## src/sv/i2cm_pkg.sv

```systemverilog
`timescale 1ns / 1ps
// ---------------------------------------------------------------------------
// i2cm_pkg
// Shared types and constants of the I2C master bit engine: command codes,
// bus phase encoding, wait length selection and the queued tick record.
// ---------------------------------------------------------------------------
package i2cm_pkg;

   // Command codes carried by each tick
   localparam logic [1:0] OP_TICK  = 2'd0;
   localparam logic [1:0] OP_WRITE = 2'd1;
   localparam logic [1:0] OP_READ  = 2'd2;
   localparam logic [1:0] OP_PROBE = 2'd3;

   localparam int unsigned HalfPeriodWidth = 12;
   localparam int unsigned WaitWidth       = 18;
   localparam logic [HalfPeriodWidth-1:0] HalfPeriodReset = 12'd50;

   // Bus phases, one-hot
   typedef enum logic [24:0] {
      PH_IDLE = 25'h0000001,
      PH_ST1  = 25'h0000002,
      PH_ST2  = 25'h0000004,
      PH_AS   = 25'h0000008,
      PH_AH   = 25'h0000010,
      PH_AL   = 25'h0000020,
      PH_AKS  = 25'h0000040,
      PH_AKH1 = 25'h0000080,
      PH_AKH2 = 25'h0000100,
      PH_DS   = 25'h0000200,
      PH_DH   = 25'h0000400,
      PH_DL   = 25'h0000800,
      PH_DKS  = 25'h0001000,
      PH_DKH1 = 25'h0002000,
      PH_DKH2 = 25'h0004000,
      PH_RS   = 25'h0008000,
      PH_RH1  = 25'h0010000,
      PH_RH2  = 25'h0020000,
      PH_RL   = 25'h0040000,
      PH_NS   = 25'h0080000,
      PH_NH   = 25'h0100000,
      PH_NL   = 25'h0200000,
      PH_SP1  = 25'h0400000,
      PH_SP2  = 25'h0800000,
      PH_SP3  = 25'h1000000
   } phase_type;

   // Segment lengths in timing units
   typedef enum logic [1:0] {
      UNITS_1  = 2'd0,
      UNITS_2  = 2'd1,
      UNITS_5  = 2'd2,
      UNITS_40 = 2'd3
   } units_type;

   // One classified tick as it travels from front to back
   typedef struct packed {
      logic       start;       // op names a new command
      logic [1:0] kind;        // command code
      logic [7:0] shift_init;  // address and R/W bit
      logic [7:0] held;        // data byte for a write, else zero
      logic       line;        // sampled SDA level
   } item_type;

endpackage

```

## src/sv/i2cm_front.sv

```systemverilog
`timescale 1ns / 1ps
// ---------------------------------------------------------------------------
// i2cm_front
// Accept ticks, classify the command they carry and hold them in a
// two-entry queue for the bus sequencer.
// ---------------------------------------------------------------------------
module i2cm_front (
   input  logic                clock,
   input  logic                reset,
   input  logic                req_valid,
   output logic                req_stall,
   input  logic [1:0]          req_op,
   input  logic [6:0]          req_address,
   input  logic [7:0]          req_write_data,
   input  logic                req_sda_in,
   input  logic                pop,
   output logic                item_valid,
   output i2cm_pkg::item_type  item
);

   i2cm_pkg::item_type entry_ff [2];
   i2cm_pkg::item_type classified;
   logic       wr_ptr_ff, wr_ptr_in;
   logic       rd_ptr_ff, rd_ptr_in;
   logic [1:0] count_ff, count_in;
   logic       push;

   always_comb begin
      classified.start      = (req_op != i2cm_pkg::OP_TICK);
      classified.kind       = req_op;
      classified.shift_init = {req_address, (req_op == i2cm_pkg::OP_READ)};
      classified.held       = (req_op == i2cm_pkg::OP_WRITE) ? req_write_data : 8'd0;
      classified.line       = req_sda_in;
   end

   assign req_stall  = (count_ff == 2'd2);
   assign push       = req_valid && !req_stall;
   assign item_valid = (count_ff != 2'd0);
   assign item       = entry_ff[rd_ptr_ff];

   always_comb begin
      wr_ptr_in = push ? ~wr_ptr_ff : wr_ptr_ff;
      rd_ptr_in = pop  ? ~rd_ptr_ff : rd_ptr_ff;
      count_in  = count_ff + {1'b0, push} - {1'b0, pop};
   end

   always_ff @(posedge clock) begin
      if (push) begin
         entry_ff[wr_ptr_ff] <= classified;
      end
   end

   always_ff @(posedge clock) begin
      if (reset) begin
         wr_ptr_ff <= 1'b0;
         rd_ptr_ff <= 1'b0;
         count_ff  <= 2'd0;
      end else begin
         wr_ptr_ff <= wr_ptr_in;
         rd_ptr_ff <= rd_ptr_in;
         count_ff  <= count_in;
      end
   end

endmodule

```

## src/sv/i2cm_back.sv

```systemverilog
`timescale 1ns / 1ps
// ---------------------------------------------------------------------------
// i2cm_back
// Bus sequencer: advance the I2C phase machine by one queued tick per cycle
// unless stalled, and hold the line levels and status in an output register.
// ---------------------------------------------------------------------------
module i2cm_back (
   input  logic                clock,
   input  logic                reset,
   input  logic                csr_we,
   input  logic [11:0]         csr_wdata,
   input  logic                item_valid,
   input  i2cm_pkg::item_type  item,
   output logic                pop,
   output logic                rsp_valid,
   input  logic                rsp_stall,
   output logic                rsp_scl_out,
   output logic                rsp_sda_out,
   output logic                rsp_sda_drive,
   output logic                rsp_busy_res,
   output logic                rsp_done_res,
   output logic                rsp_addr_acked,
   output logic                rsp_data_acked,
   output logic [7:0]          rsp_read_data
);

   localparam int unsigned WW = i2cm_pkg::WaitWidth;

   logic [i2cm_pkg::HalfPeriodWidth-1:0] half_period_ff;
   i2cm_pkg::phase_type phase_ff, phase_in;
   logic [1:0]    kind_ff, kind_in;
   logic [3:0]    bit_idx_ff, bit_idx_in;
   logic [WW-1:0] wait_ff, wait_in;
   logic [7:0]    shift_ff, shift_in;
   logic [7:0]    held_ff, held_in;
   logic          scl_ff, scl_in;
   logic          sda_ff, sda_in;
   logic          drv_ff, drv_in;
   logic [1:0]    ack_ff, ack_in;
   logic [7:0]    rxd_ff, rxd_in;
   logic          rsp_valid_ff;
   logic          done_ff, done_in;

   logic [WW-1:0] unit_len, len_2, len_5, len_40, wait_dec;
   logic          load_wait;
   i2cm_pkg::units_type units_sel;
   logic [3:0]    bit_next;

   assign pop = item_valid && (!rsp_valid_ff || !rsp_stall);

   // Segment lengths: zero half period counts as one
   always_comb begin
      unit_len = (half_period_ff == '0) ? WW'(1) : WW'(half_period_ff);
      len_2    = unit_len << 1;
      len_5    = (unit_len << 2) + unit_len;
      len_40   = (unit_len << 5) + (unit_len << 3);
      wait_dec = (wait_ff != '0) ? wait_ff - WW'(1) : '0;
      bit_next = bit_idx_ff + 4'd1;
   end

   always_comb begin
      phase_in   = phase_ff;
      kind_in    = kind_ff;
      bit_idx_in = bit_idx_ff;
      wait_in    = wait_ff;
      shift_in   = shift_ff;
      held_in    = held_ff;
      scl_in     = scl_ff;
      sda_in     = sda_ff;
      drv_in     = drv_ff;
      ack_in     = ack_ff;
      rxd_in     = rxd_ff;
      done_in    = 1'b0;
      load_wait  = 1'b0;
      units_sel  = i2cm_pkg::UNITS_1;

      if (phase_ff == i2cm_pkg::PH_IDLE) begin
         if (item.start) begin
            kind_in    = item.kind;
            ack_in     = 2'b00;
            bit_idx_in = 4'd0;
            shift_in   = item.shift_init;
            held_in    = item.held;
            scl_in     = 1'b1;
            sda_in     = 1'b0;
            drv_in     = 1'b1;
            phase_in   = i2cm_pkg::PH_ST1;
            load_wait  = 1'b1;
         end
      end else begin
         wait_in = wait_dec;
         if (wait_dec == '0) begin
            load_wait = 1'b1;
            case (phase_ff)
               i2cm_pkg::PH_ST1: begin
                  scl_in   = 1'b0;
                  phase_in = i2cm_pkg::PH_ST2;
               end
               i2cm_pkg::PH_ST2: begin
                  bit_idx_in = 4'd0;
                  sda_in     = shift_ff[7];
                  drv_in     = 1'b1;
                  phase_in   = i2cm_pkg::PH_AS;
               end
               i2cm_pkg::PH_AS: begin
                  scl_in    = 1'b1;
                  phase_in  = i2cm_pkg::PH_AH;
                  units_sel = i2cm_pkg::UNITS_2;
               end
               i2cm_pkg::PH_AH: begin
                  scl_in   = 1'b0;
                  phase_in = i2cm_pkg::PH_AL;
               end
               i2cm_pkg::PH_AL: begin
                  bit_idx_in = bit_next;
                  if (bit_next < 4'd8) begin
                     sda_in   = shift_ff[~bit_next[2:0]];
                     drv_in   = 1'b1;
                     phase_in = i2cm_pkg::PH_AS;
                  end else begin
                     drv_in   = 1'b0;
                     phase_in = i2cm_pkg::PH_AKS;
                  end
               end
               i2cm_pkg::PH_AKS: begin
                  scl_in   = 1'b1;
                  phase_in = i2cm_pkg::PH_AKH1;
               end
               i2cm_pkg::PH_AKH1: begin
                  if (!item.line) begin
                     ack_in[0] = 1'b1;
                  end
                  phase_in  = i2cm_pkg::PH_AKH2;
                  units_sel = i2cm_pkg::UNITS_5;
               end
               i2cm_pkg::PH_AKH2: begin
                  scl_in     = 1'b0;
                  bit_idx_in = 4'd0;
                  if (kind_ff == i2cm_pkg::OP_READ) begin
                     shift_in = 8'd0;
                     drv_in   = 1'b0;
                     phase_in = i2cm_pkg::PH_RS;
                  end else begin
                     shift_in = held_ff;
                     sda_in   = held_ff[7];
                     drv_in   = 1'b1;
                     phase_in = i2cm_pkg::PH_DS;
                  end
               end
               i2cm_pkg::PH_DS: begin
                  scl_in    = 1'b1;
                  phase_in  = i2cm_pkg::PH_DH;
                  units_sel = i2cm_pkg::UNITS_2;
               end
               i2cm_pkg::PH_DH: begin
                  scl_in   = 1'b0;
                  phase_in = i2cm_pkg::PH_DL;
               end
               i2cm_pkg::PH_DL: begin
                  bit_idx_in = bit_next;
                  if (bit_next < 4'd8) begin
                     sda_in   = shift_ff[~bit_next[2:0]];
                     drv_in   = 1'b1;
                     phase_in = i2cm_pkg::PH_DS;
                  end else if (kind_ff == i2cm_pkg::OP_WRITE) begin
                     drv_in   = 1'b0;
                     phase_in = i2cm_pkg::PH_DKS;
                  end else begin
                     sda_in   = 1'b0;
                     drv_in   = 1'b1;
                     phase_in = i2cm_pkg::PH_SP1;
                  end
               end
               i2cm_pkg::PH_DKS: begin
                  scl_in   = 1'b1;
                  phase_in = i2cm_pkg::PH_DKH1;
               end
               i2cm_pkg::PH_DKH1: begin
                  if (!item.line) begin
                     ack_in[1] = 1'b1;
                  end
                  phase_in  = i2cm_pkg::PH_DKH2;
                  units_sel = i2cm_pkg::UNITS_5;
               end
               i2cm_pkg::PH_DKH2: begin
                  scl_in   = 1'b0;
                  sda_in   = 1'b0;
                  drv_in   = 1'b1;
                  phase_in = i2cm_pkg::PH_SP1;
               end
               i2cm_pkg::PH_RS: begin
                  scl_in   = 1'b1;
                  phase_in = i2cm_pkg::PH_RH1;
               end
               i2cm_pkg::PH_RH1: begin
                  shift_in = {shift_ff[6:0], item.line};
                  phase_in = i2cm_pkg::PH_RH2;
               end
               i2cm_pkg::PH_RH2: begin
                  scl_in   = 1'b0;
                  phase_in = i2cm_pkg::PH_RL;
               end
               i2cm_pkg::PH_RL: begin
                  bit_idx_in = bit_next;
                  if (bit_next < 4'd8) begin
                     phase_in = i2cm_pkg::PH_RS;
                  end else begin
                     rxd_in   = shift_ff;
                     sda_in   = 1'b1;
                     drv_in   = 1'b1;
                     phase_in = i2cm_pkg::PH_NS;
                  end
               end
               i2cm_pkg::PH_NS: begin
                  scl_in    = 1'b1;
                  phase_in  = i2cm_pkg::PH_NH;
                  units_sel = i2cm_pkg::UNITS_2;
               end
               i2cm_pkg::PH_NH: begin
                  scl_in   = 1'b0;
                  phase_in = i2cm_pkg::PH_NL;
               end
               i2cm_pkg::PH_NL: begin
                  sda_in   = 1'b0;
                  drv_in   = 1'b1;
                  phase_in = i2cm_pkg::PH_SP1;
               end
               i2cm_pkg::PH_SP1: begin
                  scl_in   = 1'b1;
                  phase_in = i2cm_pkg::PH_SP2;
               end
               i2cm_pkg::PH_SP2: begin
                  sda_in    = 1'b1;
                  phase_in  = i2cm_pkg::PH_SP3;
                  units_sel = i2cm_pkg::UNITS_40;
               end
               i2cm_pkg::PH_SP3: begin
                  phase_in  = i2cm_pkg::PH_IDLE;
                  load_wait = 1'b0;
                  wait_in   = '0;
                  done_in   = 1'b1;
               end
               default: begin
                  phase_in  = i2cm_pkg::PH_IDLE;
                  load_wait = 1'b0;
                  wait_in   = '0;
               end
            endcase
         end
      end

      if (load_wait) begin
         case (units_sel)
            i2cm_pkg::UNITS_1:  wait_in = unit_len;
            i2cm_pkg::UNITS_2:  wait_in = len_2;
            i2cm_pkg::UNITS_5:  wait_in = len_5;
            i2cm_pkg::UNITS_40: wait_in = len_40;
            default:            wait_in = unit_len;
         endcase
      end
   end

   always_ff @(posedge clock) begin
      if (reset) begin
         half_period_ff <= i2cm_pkg::HalfPeriodReset;
      end else if (csr_we) begin
         half_period_ff <= csr_wdata;
      end
   end

   always_ff @(posedge clock) begin
      if (reset) begin
         phase_ff     <= i2cm_pkg::PH_IDLE;
         kind_ff      <= 2'd0;
         bit_idx_ff   <= 4'd0;
         wait_ff      <= '0;
         shift_ff     <= 8'd0;
         held_ff      <= 8'd0;
         scl_ff       <= 1'b1;
         sda_ff       <= 1'b1;
         drv_ff       <= 1'b1;
         ack_ff       <= 2'b00;
         rxd_ff       <= 8'd0;
         done_ff      <= 1'b0;
         rsp_valid_ff <= 1'b0;
      end else begin
         if (pop) begin
            phase_ff   <= phase_in;
            kind_ff    <= kind_in;
            bit_idx_ff <= bit_idx_in;
            wait_ff    <= wait_in;
            shift_ff   <= shift_in;
            held_ff    <= held_in;
            scl_ff     <= scl_in;
            sda_ff     <= sda_in;
            drv_ff     <= drv_in;
            ack_ff     <= ack_in;
            rxd_ff     <= rxd_in;
            done_ff    <= done_in;
         end
         if (pop) begin
            rsp_valid_ff <= 1'b1;
         end else if (!rsp_stall) begin
            rsp_valid_ff <= 1'b0;
         end
      end
   end

   // The live state doubles as the result register
   assign rsp_valid      = rsp_valid_ff;
   assign rsp_scl_out    = scl_ff;
   assign rsp_sda_out    = sda_ff;
   assign rsp_sda_drive  = drv_ff;
   assign rsp_busy_res   = (phase_ff != i2cm_pkg::PH_IDLE);
   assign rsp_done_res   = done_ff;
   assign rsp_addr_acked = ack_ff[0];
   assign rsp_data_acked = ack_ff[1];
   assign rsp_read_data  = rxd_ff;

endmodule

```

## src/sv/i2c_master_bit_engine.sv

```systemverilog
`timescale 1ns / 1ps
// ---------------------------------------------------------------------------
// i2c_master_bit_engine
// Single-master I2C engine driven by timing ticks.
// ---------------------------------------------------------------------------
// Every request transaction is one timing tick and yields exactly one
// response transaction carrying the SCL/SDA levels to drive, the busy and
// done flags, both ACK flags and the last received byte. A tick with a
// non-zero op starts a write, read or probe when the engine is idle and is
// otherwise treated as a plain tick. Bus timing counts ticks in units of
// half_period (written through csr_we/csr_wdata, reset 50, zero acts as 1);
// write it only while the engine is idle. One tick is taken per clock:
// a two-entry queue decouples the request side from the phase sequencer,
// and the sequencer's state register is also the response register, so a
// tick enters and a response leaves in every cycle while rsp_stall is low.
// An accepted tick passes the queue register and then the sequencer
// register before its response appears.
// ---------------------------------------------------------------------------
module i2c_master_bit_engine (
   input  logic        clock,
   input  logic        reset,
   input  logic        csr_we,
   input  logic [11:0] csr_wdata,
   input  logic        req_valid,
   output logic        req_stall,
   input  logic [1:0]  req_op,
   input  logic [6:0]  req_address,
   input  logic [7:0]  req_write_data,
   input  logic        req_sda_in,
   output logic        rsp_valid,
   input  logic        rsp_stall,
   output logic        rsp_scl_out,
   output logic        rsp_sda_out,
   output logic        rsp_sda_drive,
   output logic        rsp_busy_res,
   output logic        rsp_done_res,
   output logic        rsp_addr_acked,
   output logic        rsp_data_acked,
   output logic [7:0]  rsp_read_data
);

   // Queue to sequencer hand-over
   i2cm_pkg::item_type item;
   logic               item_valid;
   logic               pop;

   // Front: classify each tick and queue it
   i2cm_front u_front (
      .clock          (clock),
      .reset          (reset),
      .req_valid      (req_valid),
      .req_stall      (req_stall),
      .req_op         (req_op),
      .req_address    (req_address),
      .req_write_data (req_write_data),
      .req_sda_in     (req_sda_in),
      .pop            (pop),
      .item_valid     (item_valid),
      .item           (item)
   );

   // Back: advance the bus phases, one queued tick per cycle while rsp_stall is low
   i2cm_back u_back (
      .clock          (clock),
      .reset          (reset),
      .csr_we         (csr_we),
      .csr_wdata      (csr_wdata),
      .item_valid     (item_valid),
      .item           (item),
      .pop            (pop),
      .rsp_valid      (rsp_valid),
      .rsp_stall      (rsp_stall),
      .rsp_scl_out    (rsp_scl_out),
      .rsp_sda_out    (rsp_sda_out),
      .rsp_sda_drive  (rsp_sda_drive),
      .rsp_busy_res   (rsp_busy_res),
      .rsp_done_res   (rsp_done_res),
      .rsp_addr_acked (rsp_addr_acked),
      .rsp_data_acked (rsp_data_acked),
      .rsp_read_data  (rsp_read_data)
   );

endmodule

```

## config.mk

```make
export PLATFORM = sky130hd
export DESIGN_NAME = i2c_master_bit_engine
export DESIGN_NICKNAME = d
export VERILOG_FILES = /design/src/sv/i2cm_pkg.sv /design/src/sv/i2cm_front.sv /design/src/sv/i2cm_back.sv /design/src/sv/i2c_master_bit_engine.sv
export SDC_FILE = /design/constraint.sdc
export NUM_CORES = 1
export LEC_CHECK = 0
export CORE_MARGIN = 5
export CORE_UTILIZATION = 30
export DETAILED_ROUTE_END_ITERATION = 8
export DONT_BUFFER_PORTS = 1
export HOLD_SLACK_MARGIN = 0.03
export PLACE_DENSITY = 0.43
export RECOVER_POWER = 50
export SYNTH_ARGS = -nofsm -noshare
export SYNTH_HDL_FRONTEND = slang
export SYNTH_SLANG_ARGS = --single-unit
export TNS_END_PERCENT = 20
```

## constraint.sdc

```tcl
create_clock -name clock -period 3 [get_ports clock]
set_input_delay 0.3 -clock clock [delete_from_list [all_inputs] [get_ports clock]]
set_output_delay 0.3 -clock clock [all_outputs]
set_load 0.05 [all_outputs]
```

After elaboration in Yosys (flattened, before gate mapping). Memory sizes are Yosys's and may differ from the RTL's. A register that Yosys moved wholly into a read port is not among the register bits. Index checks and enable logic that the tools add are counted.

Multiplexer cells: 70. Eq/ne operators: 42. Magnitude comparators: 2. Reductions and logical operators: 40. Bitwise logic cells: 5. Add/sub/neg operators: 6.

Operators by type and width (number): one-hot mux 25 bit (22 select lines) (1); two-way mux 25 bit (4); two-way mux 18 bit (5); one-hot mux 18 bit (4 select lines) (1); two-way mux 8 bit (5); adder 18 bit (2); two-way mux 1 bit (34); equality test 25 x 1 -> 1 bit, second input constant (1); equality test 25 x 10 -> 1 bit, second input constant (1); equality test 25 x 11 -> 1 bit, second input constant (1); equality test 25 x 12 -> 1 bit, second input constant (1); equality test 25 x 13 -> 1 bit, second input constant (1); equality test 25 x 14 -> 1 bit, second input constant (1); equality test 25 x 15 -> 1 bit, second input constant (1); equality test 25 x 16 -> 1 bit, second input constant (1); equality test 25 x 17 -> 1 bit, second input constant (1); equality test 25 x 18 -> 1 bit, second input constant (1); equality test 25 x 19 -> 1 bit, second input constant (1); equality test 25 x 2 -> 1 bit, second input constant (1); equality test 25 x 20 -> 1 bit, second input constant (1); equality test 25 x 21 -> 1 bit, second input constant (1); equality test 25 x 22 -> 1 bit, second input constant (1); equality test 25 x 23 -> 1 bit, second input constant (1); equality test 25 x 24 -> 1 bit, second input constant (1); 58 further kinds (96).

Output and inout bits: 17. Bits in writable memories: 40. Flip-flop bits (word level): 96. Memories: 1. Logic and storage cells: 184.

Memory list: u_front.entry_ff (depth 2, width 20, rd ports 1, clocked after Yosys merged registers in 1, wr ports 1, line i2cm_front.sv:21) `i2cm_pkg::item_type entry_ff [2];`.

Logic depth before layout (Yosys ltp). Gate-level depths: netlist of the first run.

Word-level depth: 8. Depth in mapped cells: 15.

Hierarchy. A second synthesis of the first run with hierarchy kept.

Cell total of the unflattened synthesis: 941. Area total of the unflattened synthesis: 8139.1 sq um.

By module, submodules not included: i2cm_back (area an instance 6404.9 sq um, cells an instance 842, times used 1); i2cm_front (area an instance 1734.2 sq um, cells an instance 99, times used 1).

Worst setup path before layout of the first run. No wires, ideal clock.

Kind: register -> register. Start point: reg u_back.phase_ff[12]. End point: reg u_back.wait_ff[9]. Buffers on the path: 1. Arrival time: 3265 ps. Clock period less this slack: 3388 ps. Required time: 2878 ps. Cell stages (with the launch flop): 11. Setup time: 122 ps. Slack: -388 ps. Path through: dfxtp_1 > or4_1 > nor3_2 > nand4_1 > o21ai_1 > nor2_1 > nand3_1 > buf_2 > nor2_1 > a22oi_1 > o21ai_1.

Word-level cells in the longest chain between the ends: 8. Elaborated cells on any way between the ends: 44. Those cells by class: 28 x eq/ne; 11 x mux; 5 x reduce/logical.

RTL lines: start, declared (line i2cm_back.sv:30) `i2cm_pkg::phase_type phase_ff, phase_in;`; start signal, assigned (line i2cm_back.sv:273) `phase_ff <= i2cm_pkg::PH_IDLE;`; start signal, assigned (line i2cm_back.sv:288) `phase_ff <= phase_in;`; equality test 25 x 4 -> 1 bit (tied with other cells) (line i2cm_back.sv:94) `case (phase_ff)`; OR reduction 3 bit (no line) / OR reduction 2 bit (equally long branches); one-hot mux 2 bit (3 select lines) (line i2cm_back.sv:94); two-way mux 2 bit (line i2cm_back.sv:92) `if (wait_dec == '0) begin`; two-way mux 2 bit (line i2cm_back.sv:77) `if (phase_ff == i2cm_pkg::PH_IDLE) begin`; equality test 2 bit (tied with other cells) (line i2cm_back.sv:253) `case (units_sel)`; one-hot mux 18 bit (4 select lines) (line i2cm_back.sv:253); two-way mux 18 bit (line i2cm_back.sv:252) `if (load_wait) begin`; end signal, assigned (line i2cm_back.sv:291) `wait_ff <= wait_in;`; end, declared (line i2cm_back.sv:33) `logic [WW-1:0] wait_ff, wait_in;`.

Several ways; a longest one is shown, not always the timed one. The select of a mux whose other input is x is not followed. A chain may end at the register's enable or synchronous reset.

Worst setup path in the final report of the first run.
Start point: reg u_back.half_period_ff[10] (netlist bit). End point: reg u_back.wait_ff[12].

Word-level cells in the longest chain between the ends: 5. Elaborated cells on any way between the ends: 6. Those cells by class: 2 x add/sub; 3 x mux; 1 x reduce/logical.

RTL lines: start, declared (line i2cm_back.sv:29) `logic [i2cm_pkg::HalfPeriodWidth-1:0] half_period_ff;`; start signal, assigned (line i2cm_back.sv:265) `half_period_ff <= i2cm_pkg::HalfPeriodReset;`; start signal, assigned (line i2cm_back.sv:267) `half_period_ff <= csr_wdata;`; logical NOT 12 bit (line i2cm_back.sv:53) `unit_len = (half_period_ff == '0) ? WW'(1) : WW'(half_period_ff);`; two-way mux 12 bit * (line i2cm_back.sv:53); adder 18 bit, on equally long branches (line i2cm_back.sv:56, i2cm_back.sv:55); one-hot mux 18 bit (4 select lines) * (line i2cm_back.sv:253); two-way mux 18 bit * (line i2cm_back.sv:252).

Every way passes the cells marked *; elsewhere a longest branch is shown, timed or not.

==> flow_metrics.py, run 1 <==
metrics = {
    "outcome": {
        "status": "finished, violations left",
        "violations": "negative hold slack, negative setup slack",
    },
    "synth": {
        "syn_nets": 981,
        "synth_area_leaders": "dfxtp_1, edfxtp_1, mux2i_1, nor2_1, nand2_1",
        "synth_edf_count": 40,
        "ys_seq_elements": 137,
        "ys_types": 88,
        "synth_top_area_share_pct": 24.3,
        "ys_seq_area_share_pct": 39.4,
        "syn_area_per_cell_um2": 8.58,
        "syn_area_um2": 7990,
        "synth_flop_cell": "dfxtp_1",
        "synthesis.instances": 931,
        "yosys.area.top_type": "dfxtp_1",
        "async_reset_ff_share_pct": 0,
        "synth_warnings": 0,
    },
    "global_routing": {
        "grt_pass1_wl_um": 41600,
        "grt_pass1_vias": 7228,
        "grt.met2_usage_pct": 27.8,
        "use_met3_pct": 2.40,
        "overflow": 0,
        "grt_start_max_net_pins": 81,
        "grtUsageTotal_pct": 17.4,
        "antenna_found_initial": 0,
        "grt-busiest-layer": "met2",
        "grt_use_met1_pct": 24.4,
    },
    "critical_path": {
        "arrival_ns": 3.52,
        "worstPathMaxFanout": 2,
        "critPathSlowestCell": "or3_4",
        "reg2reg_slack_ns": -0.23,
        "cp-start-kind": "register",
        "crit_path_max_incr_delay_ns": 0.40,
        "crit_required_ns": 3.30,
        "cp-end-kind": "register",
        "cp_cell_sequence": "nor4_4 -> a31oi_2 -> inv_1 -> ha_2 -> inv_2 -> fa_2 -> nand2b_4 -> a21oi_4 -> nor3_2 -> or3_4 -> o21ai_4 -> xnor2_2 -> mux2i_2 -> a2111oi_2 -> nor4_1",
        "crit_type": "reg -> reg",
    },
    "timing": {
        "setup_viol": 8,
        "rsz0062_at_grt": "true",
        "maxSlewViolCount": 0,
        "clock_skew_ns": 0.00884,
        "worst_slack_ns": -0.227,
        "hold_violations": 29,
        "min_period_ns": 3.23,
        "max_clock_freq_ghz": 0.310,
        "hold_ws_ns": -0.0519,
        "fin_crit_sh_pct": 108,
        "relSlewSlack_pct": 21.6,
        "worst_pin_slew_ns": 1.18,
    },
    "run": {
        "drv_cap": 0,
    },
    "cells_and_area": {
        "fin_util_pct": 41.5,
        "final_cell_mix": "buf_4, nor2_1, nand2_1, dfxtp_1, a21oi_1",
        "num-nets-final": 1143,
        "area_growth_pct": 35.7,
        "multi_input_area_um2": 4940,
        "num_antenna_cells": 0,
        "final_common_cell": "buf_4",
        "drive_gt1_share_pct": 28.4,
        "regArea_um2": 3150,
        "nFillCells": 2604,
        "finish.instance_area_um2": 10800,
    },
    "clocking": {
        "cts.root.buffer_cell": "clkbuf_16",
        "path_clk_slew_ns": 0.07,
        "tritoncts": "yes",
        "clockBufferDepth": 2,
        "insertion_delay_ns": 0.42,
        "numCtsBuffers": 17,
        "clock-sinks": 137,
        "h-tree-depth": 4,
        "hold_buffers": 29,
    },
    "floorplanning": {
        "start_util_pct": 30.6,
        "num_rows": 59,
        "io_pins": 52,
        "die_w_um": 173,
        "core_area_um2": 26100,
        "die_h_um": 173,
        "die_area_um2": 30000,
    },
    "power_and_ir_drop": {
        "leakage_nw": 4.35,
        "ir_worst_vdd_mv": 0.466,
        "p_per_area_nw_per_um2": 968,
    },
    "route": {
        "via_per_inst": 5.25,
        "wire_per_inst_um": 18.7,
        "wirelength_um": 26900,
        "drc_errors": 0,
        "ant_nets": 0,
        "firstDrtPassIters": 5,
        "drt_iter0_markers": 499,
        "dr_total_vias": 7568,
    },
    "placement": {
        "io_buffers": 0,
        "finalWeightedCongestion": 0.933,
        "pre_cts_slack_ns": -0.249,
        "placed_cell_area_um2": 9530,
        "dpl.hpwl_um": 19800,
    },
    "worst_hold_path": {
        "min_path_type": "in -> reg",
    },
}
## synth_stat cells, types with 3 or more instances
cell and number:
ha_1 14, mux2i_1 55, o21ai_0 36, mux2_2 3, nor4b_1 8, o21ai_1 4, edfxtp_1 40, and4_1 3
o31ai_1 9, a31oi_1 6, a211oi_1 11, or4_1 14, nor3_1 33, and2_1 11, nor4_2 3, inv_1 19
xor2_1 11, o211a_1 3, nor3_2 3, or3_1 8, nor4_1 20, dfxtp_1 97, nand4_1 17, nand2_1 95
and3_1 7, nor3b_1 6, buf_1 5, nand2b_1 9, xnor2_1 11, or2_2 3, o211ai_1 9, buf_2 12
clkbuf_1 38, nand3_1 29, a21oi_1 66, a41oi_1 4, a21o_1 4, o2111ai_1 3, nor2_1 118, nor2b_1 12
a22oi_1 4
## path summary, 6_finish.rpt
kind,from,endpoint,cells past startpoint
hold reg to reg,u_back.held_ff[2]$_SDFFE_PP0P_,u_back.held_ff[2]$_SDFFE_PP0P_,2
setup reg to reg,u_back.half_period_ff[10]$_SDFFE_PP0P_,u_back.wait_ff[12]$_SDFFE_PP0P_,15
setup / recovery,u_back.half_period_ff[10]$_SDFFE_PP0P_,u_back.wait_ff[12]$_SDFFE_PP0P_,15
hold / removal,reset,u_back.wait_ff[1]$_SDFFE_PP0P_,1
## final cells by class
| type | count | area share (%) |
|---|---|---|
| Sequential cell | 137 | 29.1 |
| Tap cell | 335 | 3.87 |
| Clock inverter | 12 | 0.947 |
| Inverter | 20 | 0.693 |
| Timing Repair Buffer | 203 | 15.4 |
| Multi-Input combinational cell | 714 | 45.6 |
| Clock buffer | 20 | 4.42 |
## report_power, final
group          switching (mW)  internal [mW]  total, mW  leakage, nW
logic                    3.15           2.67       5.81         2.90
clock network           0.932           1.18       2.12        0.279
registers               0.301           2.26       2.56         1.17
total                    4.38           6.11       10.5         4.35
## critical path: cells and delay by family, from the launching register on
kind / cells / cell delay (ns)
multiplexers: 1 / 0.12
adder cells (fa/ha/maj): 2 / 0.53
flip-flops: 1 / 0.34
AND/OR/NAND/NOR: 5 / 1.02
XOR/XNOR: 1 / 0.14
buffers and inverters: 2 / 0.11
AO/OA/AOI/OAI: 4 / 0.84
## per-layer routing
metal | vias to the layer above | routed length, um
met4 | 0 | 620
met2 | 176 | 12400
li1 | 3748 | -
met5 | - | 0
met1 | 3605 | 12800
met3 | 39 | 1020
## logic make-up (layout without fill, tap and decap cells)
family,count (synthesis),in the layout,synth area share (%)
AOI/OAI and AO/OA,194,194,15.9
DFF,137,137,39.4
and+or+nand+nor,422,422,27.7
buffers and inverters,80,255,4.25
adders and majority gates,16,16,2.59
muxes,60,60,7.88
xor gates and xnor gates,22,22,2.41
## sequential cells by signal (all words and copies together) (netlist names), 2 cells and up, named ones only
register,flops
u_front.entry_ff,40
u_back.phase_ff,25
u_back.wait_ff,18
u_back.half_period_ff,12
u_back.held_ff,8
u_back.rsp_read_data,8
u_back.shift_ff,8
u_back.bit_idx_ff,4
u_back.ack_ff,2
u_back.kind_ff,2
u_front.count_ff,2
## metrics by stage
| stage | instances | TNS, ns | power [mW] |
|---|---|---|---|
| 5_1_grt | 1441 | -2.15 | 11.1 |
| 4_1_cts | 1437 | -0.163 | 10.0 |
| 6_report | 1441 | -0.483 | 10.5 |
| 2_1_floorplan | 931 | -2.93 | 5.55 |
| 3_3_place_gp | 1375 | -5.80 | 7.70 |
| 3_5_place_dp | 1375 | -5.62 | 7.64 |
## what timing repair did
action	in CTS	in global routing
setup buffers	1	5
endpoints found under the setup margin	56	63
endpoints found under the hold margin	97	59
resized for setup	19	69
pin swaps	4	32
No activity file was read; power rests on OpenSTA's default activity.
==> run 2, diff against run 1 <==
--- a/config.mk
+++ b/config.mk
@@ -6,11 +6,11 @@
 export NUM_CORES = 1
 export LEC_CHECK = 0
 export CORE_MARGIN = 5
-export CORE_UTILIZATION = 30
+export CORE_UTILIZATION = 45
 export DETAILED_ROUTE_END_ITERATION = 8
 export DONT_BUFFER_PORTS = 1
 export HOLD_SLACK_MARGIN = 0.03
-export PLACE_DENSITY = 0.43
+export PLACE_DENSITY = 0.6
 export RECOVER_POWER = 50
 export SYNTH_ARGS = -nofsm -noshare
 export SYNTH_HDL_FRONTEND = slang
==> run 2 against run 1 <==
Compared with the run above:
- the run ends with negative setup slack left
- combinational power decreased by 5.2%
- worst setup slack improved by 0.085 ns
- die area decreased by 32%
- routed wire length decreased by 7.3%
- clock power about the same
- cell area decreased by 2.7%
- core utilization increased by 19 points
- register-to-register slack improved by 0.09 ns
- non-clock buffer count decreased by 7
- sequential cell count unchanged
- count of clock-buffer cells in the layout decreased by 3
- first-iteration DRC count increased by 31%
- critical endpoint unchanged
- largest power group unchanged
- highest routed layer unchanged
==> flow_metrics.py, run 2 (same netlist as run 1, synthesis figures left out) <==
metrics = {
    "cells_and_area": {
        "drive_gt1_share_pct": 26.3,
        "finalNonFillerCells": 1324,
        "nFillCells": 1521,
        "multi_input_area_um2": 4800,
        "regMostFlops": "u_front.entry_ff",
        "largest_reg_flops": 40,
        "regArea_um2": 3150,
        "final_common_cell": "buf_4",
        "largestRegisters": "u_front.entry_ff: 40 flops, u_back.phase_ff: 25 flops, u_back.wait_ff: 18 flops",
        "fin_util_pct": 60.7,
        "num-nets-final": 1136,
        "finish.instance_area_um2": 10500,
        "area_growth_pct": 32.0,
        "final_cell_mix": "buf_4, nor2_1, nand2_1, dfxtp_1, a21oi_1",
        "num_antenna_cells": 0,
    },
    "floorplanning": {
        "io_pins": 52,
        "start_util_pct": 46.0,
        "core_area_um2": 17400,
        "die_w_um": 143,
        "die_area_um2": 20500,
        "die_h_um": 143,
        "num_rows": 48,
    },
    "global_routing": {
        "antenna_found_initial": 0,
        "grtUsageTotal_pct": 24.3,
        "grt_pass1_wl_um": 39400,
        "grt_start_max_net_pins": 60,
        "overflow": 0,
        "grt_pass1_vias": 7344,
    },
    "critical_path": {
        "reg2reg_slack_ns": -0.14,
        "arrival_ns": 3.44,
        "cp-end-kind": "register",
        "r2r-start": "u_back.half_period_ff[6]$_SDFFE_PP0P_",
        "crit_end": "u_back.wait_ff[12]$_SDFFE_PP0P_",
        "cp-startpoint": "u_back.half_period_ff[6]$_SDFFE_PP0P_",
        "crit_required_ns": 3.30,
        "worstPathMaxFanout": 2,
        "crit_type": "reg -> reg",
        "r2r-end": "u_back.wait_ff[12]$_SDFFE_PP0P_",
        "reg2reg_depth": 15,
        "cp-start-kind": "register",
    },
    "timing": {
        "relSlewSlack_pct": 39.7,
        "worst_pin_slew_ns": 0.897,
        "setup_viol": 7,
        "clock_skew_ns": 0.0123,
        "min_period_ns": 3.14,
        "hold_violations": 0,
        "fin_crit_sh_pct": 105,
        "maxSlewViolCount": 0,
        "fin_setup_tns_ns": -0.192,
        "worst_slack_ns": -0.142,
        "rsz0062_at_grt": "true",
        "hold_ws_ns": 0.0755,
        "max_clock_freq_ghz": 0.318,
    },
    "route": {
        "drt_iter0_markers": 653,
        "ant_nets": 0,
        "wire_per_inst_um": 18.8,
        "dr_total_vias": 7742,
        "firstDrtPassIters": 5,
        "drc_errors": 0,
        "via_per_inst": 5.85,
        "wirelength_um": 24900,
    },
    "placement": {
        "pre_cts_slack_ns": -0.175,
        "io_buffers": 0,
        "placed_cells": 1253,
        "placed_cell_area_um2": 9300,
        "dpl.hpwl_um": 18200,
        "finalWeightedCongestion": 0.976,
    },
    "clocking": {
        "cts.root.buffer_cell": "clkbuf_16",
        "clock-sinks": 137,
        "numCtsBuffers": 17,
        "tritoncts": "yes",
        "clockBufferDepth": 2,
        "insertion_delay_ns": 0.43,
        "path_clk_slew_ns": 0.06,
        "h-tree-depth": 4,
    },
    "run": {
        "drv_cap": 0,
    },
    "power_and_ir_drop": {
        "ir_worst_vdd_mv": 0.560,
        "p_per_area_nw_per_um2": 966,
        "total_power_mw": 10.2,
        "leakage_nw": 4.29,
    },
    "outcome": {
        "status": "finished, violations left",
        "violations": "negative setup slack",
    },
    "worst_hold_path": {
        "min_path_type": "in -> reg",
    },
}
run 2: layout make-up:
type                            instances  area share (%)
Clock buffer                           17            4.04
Timing Repair Buffer                  196            15.7
Sequential cell                       137            29.9
Clock inverter                         15            1.52
Tap cell                              225            2.67
Multi-Input combinational cell        714            45.5
Inverter                               20           0.712
run 2: worst min-delay path by stage:
stage                                                   to  cells past startpoint        from  slack (ns)
final                     u_front.entry_ff[0][9]$_DFFE_PP_                      1   req_op[0]        0.08
after global routing      u_front.entry_ff[0][9]$_DFFE_PP_                      1   req_op[0]        0.06
after CTS                 u_front.entry_ff[0][9]$_DFFE_PP_                      1   req_op[0]        0.06
after detailed placement  u_back.phase_ff[20]$_SDFFE_PP0P_                      1       reset        0.39
after global placement    u_back.phase_ff[20]$_SDFFE_PP0P_                      1       reset        0.38
after floorplan           u_front.entry_ff[0][0]$_DFFE_PP_                      0  req_sda_in        0.40
run 2: per-layer routing:
layer,global-route usage [%],part of all wire (%)
met5,0,0
met4,10.1,3.0
met3,5.19,6.7
met2,37.1,45
met1,33.7,46
run 2: what timing repair did:
item                       in CTS  in global routing
pin swaps                       4                 26
cloned                          0                  1
resized for setup               8                 62
buffers inserted                1                  9
hold endpoints to repair       97                  0
setup endpoints to repair      25                 64
hold buffers                   30                  0
run 2: worst max-delay path: stages, from the launching register on:
cell and delay, ns:
dfxtp_2 0.32, nor4_2 0.28, a31oi_1 0.15, inv_1 0.09, ha_2 0.18, inv_1 0.05
fa_2 0.33, nand2b_4 0.15, a21oi_2 0.14, nor3_1 0.06, or3_1 0.34, o21ai_2 0.16
xnor2_1 0.17, mux2i_1 0.15, a2111oi_2 0.34, nor4_1 0.09
run 2: power by group:
part / total [mW] / leakage, nW / switching (mW) / internal, mW
Combinational: 5.51 / 2.84 / 3.04 / 2.47
Clock: 2.11 / 0.280 / 0.931 / 1.18
Sequential: 2.57 / 1.17 / 0.318 / 2.25
Total: 10.2 / 4.29 / 4.29 / 5.90
==> run 3, diff against run 2 <==
--- a/config.mk
+++ b/config.mk
@@ -7,6 +7,7 @@
 export LEC_CHECK = 0
 export CORE_MARGIN = 5
 export CORE_UTILIZATION = 45
+export CTS_CLUSTER_SIZE = 8
 export DETAILED_ROUTE_END_ITERATION = 8
 export DONT_BUFFER_PORTS = 1
 export HOLD_SLACK_MARGIN = 0.03
==> constraint.sdc (replaced) <==
create_clock -name clock -period 3 [get_ports clock]
set_input_delay 0.3 -clock clock [delete_from_list [all_inputs] [get_ports clock]]
set_output_delay 0.3 -clock clock [all_outputs]
set_load 0.005 [all_outputs]
==> run 3 against run 2 <==
Compared with the run above:
- the flow finishes with violations (negative hold slack, negative setup slack)
- sequential share of layout area grew 0.15 points
- cell count shrank 1.1%
- routed wire length is essentially flat
- first-iteration DRC count grew 16%
- clock power hardly changed
- critical path type unchanged
==> flow_metrics.py, run 3 (same netlist as run 1, synthesis figures left out) <==
metrics = {
    "cells_and_area": {
        "largest_reg_flops": 40,
        "regArea_um2": 3150,
        "final_common_cell": "buf_4",
        "num_antenna_cells": 0,
        "fin_util_pct": 60.4,
        "drive_gt1_share_pct": 24.1,
        "largestRegisters": "u_front.entry_ff: 40 flops, u_back.phase_ff: 25 flops, u_back.wait_ff: 18 flops",
        "nFillCells": 1516,
        "final_cell_mix": "buf_4, nor2_1, nand2_1, dfxtp_1, a21oi_1",
        "multi_input_area_um2": 4870,
        "regMostFlops": "u_front.entry_ff",
        "area_growth_pct": 31.3,
        "num-nets-final": 1121,
        "finish.instance_area_um2": 10500,
    },
    "outcome": {
        "violations": "negative hold slack, negative setup slack",
        "status": "finished, violations left",
    },
    "floorplanning": {
        "io_pins": 52,
        "die_w_um": 143,
        "core_area_um2": 17400,
        "start_util_pct": 46.0,
        "die_area_um2": 20500,
        "num_rows": 48,
        "die_h_um": 143,
    },
    "clocking": {
        "cts.root.buffer_cell": "clkbuf_16",
        "insertion_delay_ns": 0.42,
        "clockBufferDepth": 2,
        "numCtsBuffers": 17,
        "tritoncts": "yes",
        "h-tree-depth": 4,
        "path_clk_slew_ns": 0.07,
        "clock-sinks": 137,
    },
    "global_routing": {
        "grtUsageTotal_pct": 24.3,
        "antenna_found_initial": 0,
        "grt_start_max_net_pins": 81,
        "overflow": 0,
        "grt_pass1_wl_um": 39600,
        "grt_pass1_vias": 7486,
    },
    "critical_path": {
        "critPathSlowestCell": "dfxtp_2",
        "cp-startpoint": "u_back.half_period_ff[4]$_SDFFE_PP1P_",
        "cp_num_buf_inv": 2,
        "cp-end-kind": "register",
        "arrival_ns": 3.40,
        "crit_type": "reg -> reg",
        "cp_num_cells": 15,
        "worstPathMaxFanout": 2,
        "cp-start-kind": "register",
        "crit_family": "simple AND/OR/NAND/NOR gates",
        "r2r-end": "u_back.wait_ff[12]$_SDFFE_PP0P_",
        "r2r-start": "u_back.half_period_ff[4]$_SDFFE_PP1P_",
        "cp_cell_sequence": "nor4_4 -> a31oi_1 -> inv_1 -> ha_2 -> inv_2 -> fa_2 -> nand2b_4 -> a21oi_4 -> nor3_2 -> or3_4 -> o21ai_4 -> xnor2_1 -> mux2i_1 -> a221oi_1 -> nor4_1",
        "crit_path_max_incr_delay_ns": 0.34,
        "reg2reg_depth": 15,
        "crit_end": "u_back.wait_ff[12]$_SDFFE_PP0P_",
        "reg2reg_slack_ns": -0.10,
        "crit_required_ns": 3.30,
    },
    "placement": {
        "dpl.hpwl_um": 18000,
        "placed_cell_area_um2": 9160,
        "pre_cts_slack_ns": -0.238,
        "finalWeightedCongestion": 0.997,
        "io_buffers": 0,
    },
    "route": {
        "met1Wirelength_um": 11000,
        "dr_total_vias": 7729,
        "wl_met3_um": 1800,
        "wirelength_um": 24900,
        "via_per_inst": 5.90,
        "dr_wl_met2_um": 11500,
        "drc_errors": 0,
        "drt_iter0_markers": 758,
        "ant_nets": 0,
        "highest_layer": "met4",
        "wire_per_inst_um": 19.0,
        "firstDrtPassIters": 8,
    },
    "timing": {
        "rsz0062_at_grt": "true",
        "maxSlewViolCount": 0,
        "max_clock_freq_ghz": 0.322,
        "worst_pin_slew_ns": 0.689,
        "fin_crit_sh_pct": 103,
        "min_period_ns": 3.10,
        "hold_violations": 25,
        "hold_ws_ns": -0.0583,
        "worst_slack_ns": -0.105,
        "relSlewSlack_pct": 53.8,
        "clock_skew_ns": 0.0111,
        "setup_viol": 3,
    },
    "power_and_ir_drop": {
        "leakage_nw": 4.21,
        "ir_worst_vdd_mv": 0.598,
        "p_per_area_nw_per_um2": 971,
    },
    "run": {
        "drv_cap": 0,
    },
    "worst_hold_path": {
        "min_path_type": "in -> reg",
    },
}
## run 3: changes by cell type in the layout (fill, tap and decap cells not counted), moves of 3 or more
cell      change
o21ai_0       +4
nor4_4        +3
o21ai_1       -3
a21oi_2       -5
a21oi_1       +5
nor2_2        -3
buf_12        +3
buf_4        -19
nor4_2        -3
clkbuf_1      +6
## run 3: repair_timing
item | 4_1_cts | 5_1_grt
setup buffers | 4 | 9
pin swaps | 2 | 25
resized for setup | 16 | 63
hold endpoints to repair | 96 | 60
hold buffers | 27 | 1
endpoints found under the setup margin | 41 | 61
gates cloned | 0 | 1
## run 3: power breakdown
part / internal (mW) / leakage, nW / total (mW) / switching [mW]
clock: 1.24 / 0.282 / 2.12 / 0.882
combinational: 2.55 / 2.76 / 5.57 / 3.02
sequential: 2.25 / 1.17 / 2.50 / 0.243
## run 3: worst min-delay path by stage
stage,from,end,slack [ns],depth (start not counted)
floorplan,req_sda_in,u_front.entry_ff[0][0]$_DFFE_PP_,0.40,0
global placement,reset,u_back.wait_ff[13]$_SDFFE_PP0P_,0.38,1
detailed placement,reset,u_back.wait_ff[13]$_SDFFE_PP0P_,0.39,1
CTS,reset,u_back.phase_ff[2]$_SDFFE_PP0P_,-0.06,1
global route,reset,u_back.phase_ff[23]$_SDFFE_PP0P_,-0.07,1
finish,reset,u_back.phase_ff[2]$_SDFFE_PP0P_,-0.06,1
## run 3: layout make-up
| type | instances | share of cell area, % |
|---|---|---|
| Multi-Input combinational cell | 714 | 46.4 |
| Sequential cell | 137 | 30.0 |
| Clock inverter | 15 | 1.56 |
| Clock buffer | 17 | 4.06 |
| Timing Repair Buffer | 181 | 14.5 |
| Tap cell | 225 | 2.68 |
| Inverter | 20 | 0.716 |
## run 3: stage by stage
step	TNS, ns	hold WS (ns)	power (mW)	instances
2_1_floorplan	-0.0251	0.399	5.40	931
3_3_place_gp	-2.25	0.385	7.17	1236
3_5_place_dp	-5.12	0.386	7.16	1236
4_1_cts	-0.0473	-0.0593	9.51	1299
5_1_grt	-1.88	-0.0650	10.8	1309
6_report	-0.155	-0.0583	10.2	1309
## run 3: metal layers
layer  up-vias  GRT usage [%]
li1       3707              -
met4         0           7.88
met1      3655           33.5
met3        56           4.92
met2       311           38.4
met5         -              0
